File: src/gfq_pkg.sv
`timescale 1ns / 1ps
// shared types, constants and fixed-point helpers for the feature grid index
// used by every file of the block but gfq_ram; no dependencies
package gfq_pkg;

  localparam int DEF_GRID_COLS    = 64;
  localparam int DEF_GRID_ROWS    = 48;
  localparam int DEF_MAX_FEATURES = 2048;
  localparam int DEF_MAX_HITS     = 64;

  localparam int POS_W   = 18;
  localparam int SCALE_W = 16;
  localparam int RAD_W   = 14;
  localparam int LVL_W   = 3;
  localparam int IDX_W   = 11;
  localparam int CFG_IW  = 3;
  localparam int MUL_AW  = 20;
  localparam int PROD_W  = MUL_AW + SCALE_W + 1;
  localparam int FRAC_W  = 20;
  localparam int CRD_W   = PROD_W + 1 - FRAC_W;

  localparam logic [SCALE_W-1:0] RST_SCALE = 16'd6554;

  localparam logic [1:0] OP_CLEAR  = 2'd0;
  localparam logic [1:0] OP_INSERT = 2'd1;
  localparam logic [1:0] OP_QUERY  = 2'd2;

  localparam logic [CFG_IW-1:0] REG_ORIGIN_X = 3'd0;
  localparam logic [CFG_IW-1:0] REG_ORIGIN_Y = 3'd1;
  localparam logic [CFG_IW-1:0] REG_SCALE_X  = 3'd2;
  localparam logic [CFG_IW-1:0] REG_SCALE_Y  = 3'd3;

  typedef enum logic [3:0] {
    ST_SWEEP, ST_IDLE, ST_INS_X, ST_INS_Y, ST_INS_C, ST_INS_W,
    ST_Q_C0, ST_Q_C1, ST_Q_R0, ST_Q_R1, ST_Q_RANGE, ST_Q_CELL, ST_Q_FEAT, ST_PUSH
  } state_t;

  typedef struct packed {
    logic [IDX_W-1:0] feature_index;
    logic             hit_valid;
    logic             in_grid;
    logic             table_full;
    logic             hits_dropped;
    logic             last;
  } res_t;

  // floor of a Q.20 product
  function automatic logic signed [CRD_W-1:0] fx_floor(input logic signed [PROD_W-1:0] p);
    logic signed [PROD_W-1:0] t;
    t = p >>> FRAC_W;
    return CRD_W'(t);
  endfunction

  // ceil of a Q.20 product
  function automatic logic signed [CRD_W-1:0] fx_ceil(input logic signed [PROD_W-1:0] p);
    logic signed [PROD_W:0] t;
    t = {p[PROD_W-1], p} + (PROD_W+1)'((1 << FRAC_W) - 1);
    return t[PROD_W:FRAC_W];
  endfunction

  // round to nearest, halves away from zero
  function automatic logic signed [CRD_W-1:0] fx_round(input logic signed [PROD_W-1:0] p);
    logic signed [PROD_W:0] w;
    logic [PROD_W:0] t;
    logic [CRD_W-1:0] u;
    w = {p[PROD_W-1], p};
    if (!p[PROD_W-1]) begin
      t = w + (PROD_W+1)'(1 << (FRAC_W - 1));
      return t[PROD_W:FRAC_W];
    end
    t = (-w) + (PROD_W+1)'(1 << (FRAC_W - 1));
    u = t[PROD_W:FRAC_W];
    return -u;
  endfunction

endpackage

File: src/gfq_mul.sv
`timescale 1ns / 1ps
// registered signed offset times unsigned Q0.20 scale, cell coordinates in Q.20
// depends on gfq_pkg
module gfq_mul import gfq_pkg::*; (
  input  logic                      clk,
  input  logic signed [MUL_AW-1:0]  a,
  input  logic [SCALE_W-1:0]        b,
  output logic signed [PROD_W-1:0]  p_r
);
  always_ff @(posedge clk) begin
    p_r <= a * $signed({1'b0, b});
  end
endmodule

File: config.mk
export PLATFORM = sky130hd
export DESIGN_NAME = gfq_mul
export DESIGN_NICKNAME = d
export VERILOG_FILES = /design/src/gfq_pkg.sv /design/src/gfq_mul.sv
export SDC_FILE = /design/constraint.sdc
export NUM_CORES = 1
export LEC_CHECK = 0
export ABC_CLOCK_PERIOD_IN_PS = 9190
export BUFFER_PORTS_ARGS = -buffer_cell sky130_fd_sc_hd__buf_2
export CORE_MARGIN = 2
export CORE_UTILIZATION = 30
export DETAILED_ROUTE_END_ITERATION = 8
export PLACE_DENSITY_LB_ADDON = 0.12
export SLEW_MARGIN = 20
export SYNTH_ARGS = -nofsm -noshare
export SYNTH_HDL_FRONTEND = slang
export SYNTH_SLANG_ARGS = --single-unit
File: constraint.sdc
create_clock -name clk -period 9.19 [get_ports clk]
set_input_delay 1.838 -clock clk [delete_from_list [all_inputs] [get_ports clk]]
set_output_delay 1.838 -clock clk [all_outputs]
set_load 0.05 [all_outputs]
==> run summary <==
critical path class: primary input to register
die height: 210 um
cell mode on critical path: fa_1
max-cap violations: 0
DP HPWL: 28.9 mm
part of the cycle the worst path needs: 82.1%
Nets: 1,871
Arr. time, crit path: 7.76 ns
CP Cell Sequence: buf_2 -> and2_1 -> inv_1 -> fa_1 -> inv_1 -> fa_1 -> inv_1 -> fa_1 -> fa_1 -> fa_1 -> fa_1 -> inv_1 -> ha_1 -> a21o_1 -> a21oi_1 -> o21ai_0 -> nand2_1 -> a31o_2 -> a31oi_2 -> xor2_1
total wire length: 34.6 mm
Core Footprint: 0.0419 mm^2
Rows: 75
pin count of the biggest net entering global routing: 21
worst path bufs/invs: 5
clk root buf: clkbuf_16
Max stage delay on crit path: 0.67 ns
DR WL/cell: 17.7 um
post_cts resized: 0
Die Wd: 210 um
Via Count: 8,856
M3 GR Usage: 1.25%
Largest regs: p_r x37
synthesized net count: 1,847
initial antenna violation count: 2
CTS Hold Bufs: 0
RSZ-0062 raised after global routing: false
CTS Buf Count: 5
WP data required: 9.41 ns
First DRT Iteration DRCs: 253
Gate Count Post-Synth: 1,396
slack of the critical path: 1.65 ns
vias per inst: 4.52
Detail Route Antenna Nets: 0
CP max FO: 20
Initial Util: 30.3%
asr flop ratio synth: 0%
global-route wire length before repair: 57.4 mm
Die ar.: 0.0441 mm^2
DP Worst Slack: 1.38 ns
Max Clk Rate: 133 MHz
Max transition margin: 60.5%
Synth-to-Final Area Change: 7.57%
maximum clock insertion buffer count: 2
layout cell share with drive strength beyond 1: 6.62%
H-tree Lvls: 2
Num Clock Sinks: 37
Synth cell types: 46
Hold Path Depth: 2
GR peak layer: met2
crit path capture type: register
CTS clk-pin slew, worst paths: 0.06 ns
met2 GRT Util: 36.7%
min-delay src: a[0]
clock tree from TritonCTS: yes
Top reg by flops: p_r
number of remaining DRC errors: 0
Hold EP: p_r[0]
commonest non-fill, non-tap cell in the layout: inv_1
vias in the first global route: 10,500
most frequent cells in the layout: 369 x inv_1, 321 x fa_1, 218 x nand2_1
Placer Congestion: 0.786
Buffers on Ports: 73
highest-delay cell along the critical path: fa_1
number of synthesized flops with an enable pin: 0
met1 Use GR: 18.1%
Seq/Total Area, Yosys: 5.82%
syn avg cell area: 9.12 um^2
# Post-CTS Setup Buffers: 0
HP Class: primary input to register
All-Layer GR Usage: 17.1%
critical path's top delay family: adder cells
grt total ovfl: 0
number of synthesized register bits: 37
1st-pass router iterations: 4
Ports: 74
status: finished, final reports clean
TNS Setup: 0 ns
final hold vios: 0
slew at the pin closest to its max-slew limit: 0.586 ns
antenna cell count: 0
fin. max-slew vios: 0
CP Launch Type: primary input
Syn Std Cell Area: 0.0127 mm^2
fin crit period: 7.54 ns
number of flip-flops under the largest register name: 37
most used flip-flop cell after synthesis: dfxtp_1
final setup fails: 0
yosys warns: 0
worst max path at each step:
| stage | cells after the start | from | slack (ns) | end |
|---|---|---|---|---|
| after floorplan | 22 | b[3] | 1.91 | p_r[34] |
| after global placement | 20 | b[3] | 1.44 | p_r[34] |
| after detailed placement | 20 | b[3] | 1.38 | p_r[34] |
| after CTS | 20 | b[3] | 1.66 | p_r[34] |
| after global routing | 20 | b[3] | 1.35 | p_r[34] |
| final | 20 | b[3] | 1.65 | p_r[34] |
per-stage QoR:
| stage | area, um^2 | instances | hold slack (ns) | util [%] |
|---|---|---|---|---|
| floorplan | 12700 | 1396 | 1.97 | - |
| global placement | 13500 | 1952 | 2.31 | 32.3 |
| detailed placement | 13500 | 1952 | 2.31 | 32.3 |
| CTS | 13700 | 1960 | 2.04 | 32.6 |
| global route | 13700 | 1960 | 2.04 | 32.6 |
| finish | 13700 | 1960 | 2.03 | 32.6 |
cell usage after synthesis (4+ instances only):
cell | instances | area share, %
a211oi_1 | 4 | 0.24
a21o_1 | 12 | 0.71
a21oi_1 | 29 | 1.1
and2_1 | 120 | 5.9
buf_2 | 4 | 0.16
clkbuf_1 | 52 | 1.5
dfxtp_1 | 37 | 5.8
fa_1 | 321 | 51
ha_1 | 93 | 9.1
inv_1 | 369 | 11
nand2_1 | 218 | 6.4
nand2b_1 | 5 | 0.25
nand3_1 | 9 | 0.35
nand4_1 | 4 | 0.20
nor2_1 | 21 | 0.62
nor2b_1 | 4 | 0.20
nor3_1 | 5 | 0.20
o21a_1 | 5 | 0.30
o21ai_0 | 4 | 0.16
o21ai_1 | 12 | 0.47
xnor2_1 | 25 | 1.7
xor2_1 | 14 | 0.96
cell families (layout without fill, tap and decap cells):
family	after synthesis	after routing	synth area share, %
AO/OA/AOI/OAI	88	88	4.67
XOR/XNOR	39	39	2.68
adder cells (fa/ha/maj)	414	414	59.6
buffers and inverters	426	451	12.6
flip-flops	37	37	5.82
AND/OR/NAND/NOR	392	392	14.6
metal layers:
| layer | up-vias | wire, um | part of all wire [%] |
|---|---|---|---|
| li1 | 4056 | - | - |
| met1 | 4687 | 13100 | 38 |
| met2 | 81 | 20500 | 59 |
| met3 | 28 | 437 | 1.3 |
| met4 | 4 | 539 | 1.6 |
| met5 | - | 23 | 0.066 |
cell type report:
| type | instances | area [um^2] |
|---|---|---|
| clock buffer | 6 | 129 |
| clock inverter | 2 | 10.0 |
| fill | 4493 | 28300 |
| inverter | 370 | 1390 |
| multi-input combinational | 933 | 10400 |
| sequential | 37 | 741 |
| tap | 539 | 674 |
| timing repair buffer | 73 | 365 |
Power is left out: the tool's default activity adds up to more than one toggle a clock period on the data nets, which glitch-free logic cannot reach.
