--- config.mk ---
export PLATFORM = sky130hd
export DESIGN_NAME = gfq_ram
export DESIGN_NICKNAME = d
export VERILOG_FILES = /design/src/gfq_ram.sv
export SDC_FILE = /design/constraint.sdc
export NUM_CORES = 1
export LEC_CHECK = 0
export CORE_ASPECT_RATIO = 1.2
export CORE_MARGIN = 5
export CORE_UTILIZATION = 40
export CTS_CLUSTER_SIZE = 16
export DETAILED_ROUTE_END_ITERATION = 6
export DONT_BUFFER_PORTS = 1
export PLACE_DENSITY = 0.53
export REMOVE_ABC_BUFFERS = 1
export SLEW_MARGIN = 20
export SYNTH_ARGS = -nofsm -noshare
export SYNTH_HDL_FRONTEND = slang
export SYNTH_SLANG_ARGS = --single-unit
--- constraint.sdc ---
create_clock -name clk -period 3.7 [get_ports clk]
set_input_delay 0.185 -clock clk [delete_from_list [all_inputs] [get_ports clk]]
set_output_delay 0.185 -clock clk [all_outputs]
set_load 0.03 [all_outputs]
--- src/gfq_ram.sv ---
`timescale 1ns / 1ps
// simple dual-port memory, one write and one registered read per cycle
// no dependencies
module gfq_ram #(
  parameter int DW    = 8,
  parameter int DEPTH = 16
) (
  input  logic                                  clk,
  input  logic                                  we,
  input  logic [(DEPTH>1?$clog2(DEPTH):1)-1:0]  waddr,
  input  logic [DW-1:0]                         wdata,
  input  logic                                  re,
  input  logic [(DEPTH>1?$clog2(DEPTH):1)-1:0]  raddr,
  output logic [DW-1:0]                         rdata_r
);
  logic [DW-1:0] mem [DEPTH];

  // write port
  always_ff @(posedge clk) begin
    if (we) begin
      mem[waddr] <= wdata;
    end
  end

  // read port, data holds while no read
  always_ff @(posedge clk) begin
    if (re) begin
      rdata_r <= mem[raddr];
    end
  end
endmodule

==> results of run 1 <==
[critical path: stages (launching register included)]
cell      delay [ps]
edfxtp_1         360
mux4_1           490
a22oi_1          300
nand2_1          130
[area by class of cell]
cell class / count / area (um2) / area share
flip-flops and latches: 136 / 4080 / 0.680
multi-input cells: 83 / 1060 / 0.176
clock buffers: 18 / 429 / 0.0715
well taps: 164 / 205 / 0.0342
repair buffers: 13 / 120 / 0.0200
clock inverters: 14 / 109 / 0.0181
[synth_stat cells]
cell type / count / area share
a22oi_1: 16 / 0.023
and2_1: 1 / 0.0012
and2b_1: 1 / 0.0014
buf_2: 3 / 0.0029
buf_4: 1 / 0.0014
buf_6: 3 / 0.0065
clkdlybuf4s25_2: 3 / 0.0057
edfxtp_1: 136 / 0.78
mux4_1: 14 / 0.070
mux4_2: 18 / 0.078
nand2_1: 9 / 0.0065
nand2b_1: 2 / 0.0024
nand3_1: 1 / 0.00096
nand3b_1: 2 / 0.0029
nor2_1: 13 / 0.0093
nor2b_1: 1 / 0.0012
nor3_1: 4 / 0.0038
or3b_2: 1 / 0.0017
[state kept, by name (all words and copies together) (netlist names)]
signal / count
mem: 128
rdata_r: 8
[power by group]
part	total (mW)	leakage, nW	internal (mW)	switching [mW]
clock network	1.52	0.254	0.913	0.606
logic	0.124	0.429	0.0557	0.0679
registers	1.76	1.24	1.74	0.0236
[per-layer routing]
layer	global-route usage	vias to the layer above	part of all wire
li1	-	1027	-
met1	0.183	1250	0.44
met2	0.230	47	0.50
met3	0.0460	12	0.041
met4	0.0535	0	0.014
met5	0	-	0
[stage by stage]
stage	hold WS [ps]	std cells	worst slack, ps	instance area, um2
4_1_cts	27.4	428	2120	6000
6_report	38.2	428	2150	6000
3_3_place_gp	285	387	1950	5380
2_1_floorplan	284	219	2020	5140
5_1_grt	25.6	428	2100	6000
3_5_place_dp	285	387	1950	5380
[logic make-up (layout without fill, tap and decap cells)]
kind of cell / Yosys count / after routing
buffers and inverters: 10 / 45
and+or+nand+nor: 35 / 35
muxes: 32 / 32
AOI/OAI and AO/OA: 16 / 16
DFF: 136 / 136
[final timing paths]
path | slack, ps | to | startpoint
min reg2reg | 780 | rdata_r[6]$_DFFE_PP_ | mem[10][6]$_DFFE_PP_
max reg2reg | 2150 | rdata_r[3]$_DFFE_PP_ | mem[8][3]$_DFFE_PP_
min | 40 | mem[0][3]$_DFFE_PP_ | waddr[0]
max | 2150 | rdata_r[3]$_DFFE_PP_ | mem[8][3]$_DFFE_PP_
[timing repair]
action / 4_1_cts / 5_1_grt
endpoints found under the setup margin: 0 / 0
resized for setup: 0 / 0
hold buffers: 9 / 0
endpoints found under the hold margin: 136 / 0
==> results.ini, run 1 <==
[floorplan]
fp.dieW_um = 114
num_rows = 45
die_y_um = 135
core_area_um2 = 12700
ios = 27
start_util = 0.411
die_area_um2 = 15500

[global_routing]
grt_max_degree = 33
grt_overflow_total = 0
grt_pass1_vias = 2473
grt_pass1_wl_um = 15600
antenna_found_initial = 0
grt_usage = 0.144

[critical_path]
path_class = reg2reg
worstPathMaxFanout = 1
start_kind = flip-flop
worst_r2r_path_depth = 3
end_kind = flip-flop
arrival_ps = 1680
crit_required_ps = 3830

[final_layout]
nFillCells = 1090
layout_commonest_cell = edfxtp_1
final_nets = 270
n_antenna_cell = 0
area_delta_synth_final_pct = 14.9
finish.utilization = 0.472
drive_gt1_frac = 0.193
mostFrequentLayoutCells = 136 x edfxtp_1, 18 x mux4_2, 17 x clkbuf_16, 16 x a22oi_1, 14 x mux4_1

[routing]
drt_iter0_markers = 204
num_vias = 2336
vias_per_cell = 5.46
postRouteAntennaNets = 0
drc = 0
wl_per_cell_um = 24.1
drt_wl_total_um = 10300
drtPass1Iterations = 5

[power_and_ir_drop]
p_leak_nw = 1.92
max-vdd-ir-drop_v = 0.000278
power_mw = 3.40
power_density_nw_per_um2 = 567

[cts]
clk_latency_ps = 400
cts_tree = built
htreeDepth = 4
cts_num_sinks = 136
clkTransAtPathRegs_ps = 60
cts_buffers = 17
post-cts-setup-buffer-count = 0
clockRootBuffer = clkbuf_16
cts_buffer_depth = 2

[timing]
worst_pin_slew_ps = 894
slew_violations = 0
hold_violations = 0
final.min_clock_period_ps = 1550
finClkSkew_ps = 6.76
rsz0062_at_grt = no
fmax_ghz = 0.643
setup_violations = 0
relSlewSlack = 0.402
setup_tns_ps = 0
finalCritPeriodShare = 0.420

[yosys]
ys_ff_latch = 136
avgSynthCellArea_um2 = 22.8
synth_compound_area_frac = 0.0230
synth_area_um2 = 5230
synth_xor_area_frac = 0
synth_warnings = 0
synthCells = 229
yosys.area_share.simple = 0.0314
synthMuxAreaShare = 0.148
synth_fa_ha_area_frac = 0
synth_top_family_by_area = multiplexers
yosysUniqueCellTypes = 18
yosysSeqAreaShare = 0.781

[place]
dp_hpwl_um = 6380
gp_congestion = 0.690
port_buffers = 0

[hold_path]
min_path_type = in2reg
min_delay_path_depth = 1

[outcome]
outcome = completed

[flow_run]
drv_cap = 0

Note: power is estimated with default switching activity, not from simulation.
==> inputs of run 2 (changes only) <==
--- a/config.mk
+++ b/config.mk
@@ -5,6 +5,7 @@
 export SDC_FILE = /design/constraint.sdc
 export NUM_CORES = 1
 export LEC_CHECK = 0
+export ABC_AREA = 1
 export CORE_ASPECT_RATIO = 1.2
 export CORE_MARGIN = 5
 export CORE_UTILIZATION = 40
==> constraint.sdc (replaced) <==
create_clock -name clk -period 1.6 [get_ports clk]
set_input_delay 0.08 -clock clk [delete_from_list [all_inputs] [get_ports clk]]
set_output_delay 0.08 -clock clk [all_outputs]
set_load 0.03 [all_outputs]
==> run 2 against run 1 <==
Net effect: count of clock-buffer cells in the layout grew 1; synthesized cell count grew 140%; die area grew 11%; final cell count grew 78%; global-route usage grew 2.1 points; sequential power grew 130%; first-iteration DRC count grew 44%; sequential share of layout area shrank 7.2 points; sequential cell count is the same; combinational power grew to 3.3 times the previous value; clock power grew 130%; critical path type unchanged; largest power group unchanged.
==> results.ini, run 2 <==
[yosys]
synth_compound_area_frac = 0
synth_top_cells_by_area = edfxtp_1 70%, nand2_1 11%, nand3_1 8.3%, inv_1 6.4%, buf_6 1.2%
synth_top_family_by_area = simple AND/OR/NAND/NOR gates
avgSynthCellArea_um2 = 10.6
yosysMostFrequentCell = nand2_1
yosysSeqAreaShare = 0.698
yosysUniqueCellTypes = 11
synth_edf_count = 136
synth_fa_ha_area_frac = 0
synth_area_um2 = 5850
async_flop_share = 0
synthCells = 551
synth_top_area_cell = edfxtp_1
synth_top_area_share = 0.698
synth_common_cells = 173 x nand2_1, 136 x edfxtp_1, 100 x inv_1
synth_xor_area_frac = 0
ys_ff_latch = 136
synthFlopType = edfxtp_1
yosys.area_share.simple = 0.208
synthMuxAreaShare = 0
synth_warnings = 0

[global_routing]
antenna_found_initial = 0
grt_pass1_vias = 3581
grt_max_degree = 66
grt_usage = 0.164
grt_overflow_total = 0
grt_pass1_wl_um = 20500

[power_and_ir_drop]
p_leak_nw = 2.85
power.share.sequential = 0.512
p_switching_mw = 1.61
power_mw = 7.98
max-vdd-ir-drop_v = 0.000721
internal_power_mw = 6.37
power_density_nw_per_um2 = 1190
p_comb_frac = 0.052
p_clk_frac = 0.437
p_sw_frac = 0.202

[timing]
hold_violations = 0
relSlewSlack = 0.507
worst_pin_slew_ps = 738
fin_hold_ws_ps = 1.65
rsz0062_at_grt = no
final.min_clock_period_ps = 1170
setup_tns_ps = 0
finalWorstSetupSlack_ps = 426
finalCritPeriodShare = 0.734
fmax_ghz = 0.851
slew_violations = 0
finClkSkew_ps = 8.12
setup_violations = 0

[routing]
vias_per_cell = 4.87
drt_wl_total_um = 13200
postRouteAntennaNets = 0
wl_per_cell_um = 17.3
num_vias = 3706
drtPass1Iterations = 5
drc = 0
drt_iter0_markers = 293

[place]
dp.cells = 723
gp_congestion = 0.802
dp_hpwl_um = 8380
post-place-ws_ps = 302
port_buffers = 0
placed_cell_area_um2 = 6080

[cts]
clockRootBuffer = clkbuf_16
postCtsResizedCells = 0
cts_buffer_depth = 2
clk_latency_ps = 410
clkTransAtPathRegs_ps = 50
htreeDepth = 4
cts_num_sinks = 136
cts_buffers = 17
cts_tree = built

[final_layout]
mostFrequentLayoutCells = 173 x nand2_1, 136 x edfxtp_1, 100 x inv_1, 97 x nand3_1, 19 x buf_4
regMostFlops = mem
seq_area_um2 = 4080
top_regs = mem (128), rdata_r (8)
finish.utilization = 0.467
n_antenna_cell = 0
multi_input_area_um2 = 1210
nFillCells = 1295
drive_gt1_frac = 0.0751
final_nets = 597
layout_commonest_cell = nand2_1
area_delta_synth_final_pct = 14.8
final_area_um2 = 6710
fin_cells = 761
largest_register_ffs = 128

[critical_path]
worstPathMaxFanout = 1
arrival_ps = 1340
path_class = reg2reg
start_kind = flip-flop
end_kind = flip-flop
crit_required_ps = 1760

[floorplan]
ios = 27
fp.dieW_um = 120
start_util = 0.407
num_rows = 48
core_area_um2 = 14400
die_y_um = 142
die_area_um2 = 17100

[flow_run]
drv_cap = 0

[hold_path]
min_path_type = in2reg

[outcome]
outcome = completed

==> run 2: changes by cell type after synthesis, moves of 14 or more <==
cell     change
a22oi_1     -16
inv_1      +100
mux4_1      -14
mux4_2      -18
nand2_1    +164
nand3_1     +96
==> run 2: worst max-delay path, cell delays in order (launching register included) <==
cell,delay (ps)
edfxtp_1,370
inv_1,60
nand2_1,40
nand3_1,70
nand3_1,140
nand3_1,170
nand2_1,70
==> run 2: routing by layer <==
metal | track usage | vias up | part of all wire
li1 | - | 1829 | -
met5 | 0 | - | 0
met1 | 0.213 | 1771 | 0.44
met4 | 0.0597 | 0 | 0.017
met2 | 0.275 | 91 | 0.50
met3 | 0.0330 | 15 | 0.045
==> run 2: power groups by stage <==
stage | sequential [mW] | combinational (mW) | clock [mW]
after detailed placement | 4.16 | 0.326 | 0
after global placement | 4.16 | 0.325 | 0
after CTS | 4.08 | 0.422 | 3.54
after global routing | 4.09 | 0.463 | 3.74
after floorplan | 4.14 | 0.215 | 0
final | 4.08 | 0.412 | 3.48
==> run 2: cell families after synthesis <==
family | Yosys count
AND/OR/NAND/NOR | 289
buffers and inverters | 126
flip-flops | 136
==> run 2: path summary, 6_finish.rpt <==
check / slack (ps) / start / cells after the start / end
max: 430 / mem[3][7]$_DFFE_PP_ / 6 / rdata_r[7]$_DFFE_PP_
min: 2 / raddr[2] / 3 / rdata_r[6]$_DFFE_PP_
max reg2reg: 430 / mem[3][7]$_DFFE_PP_ / 6 / rdata_r[7]$_DFFE_PP_
min reg2reg: 740 / mem[12][2]$_DFFE_PP_ / 6 / rdata_r[2]$_DFFE_PP_
==> run 2: timing repair <==
action	CTS	global route
setup endpoints to repair	0	1
buffers inserted	0	0
hold buffers	12	0
endpoints found under the hold margin	144	0
==> run 2: cell type report <==
cell class,instances,share of cell area
Clock buffer,19,0.0645
Clock inverter,8,0.0127
Inverter,102,0.0571
Multi-Input combinational cell,289,0.181
Sequential cell,136,0.609
Tap cell,175,0.0326
Timing Repair Buffer,32,0.0436
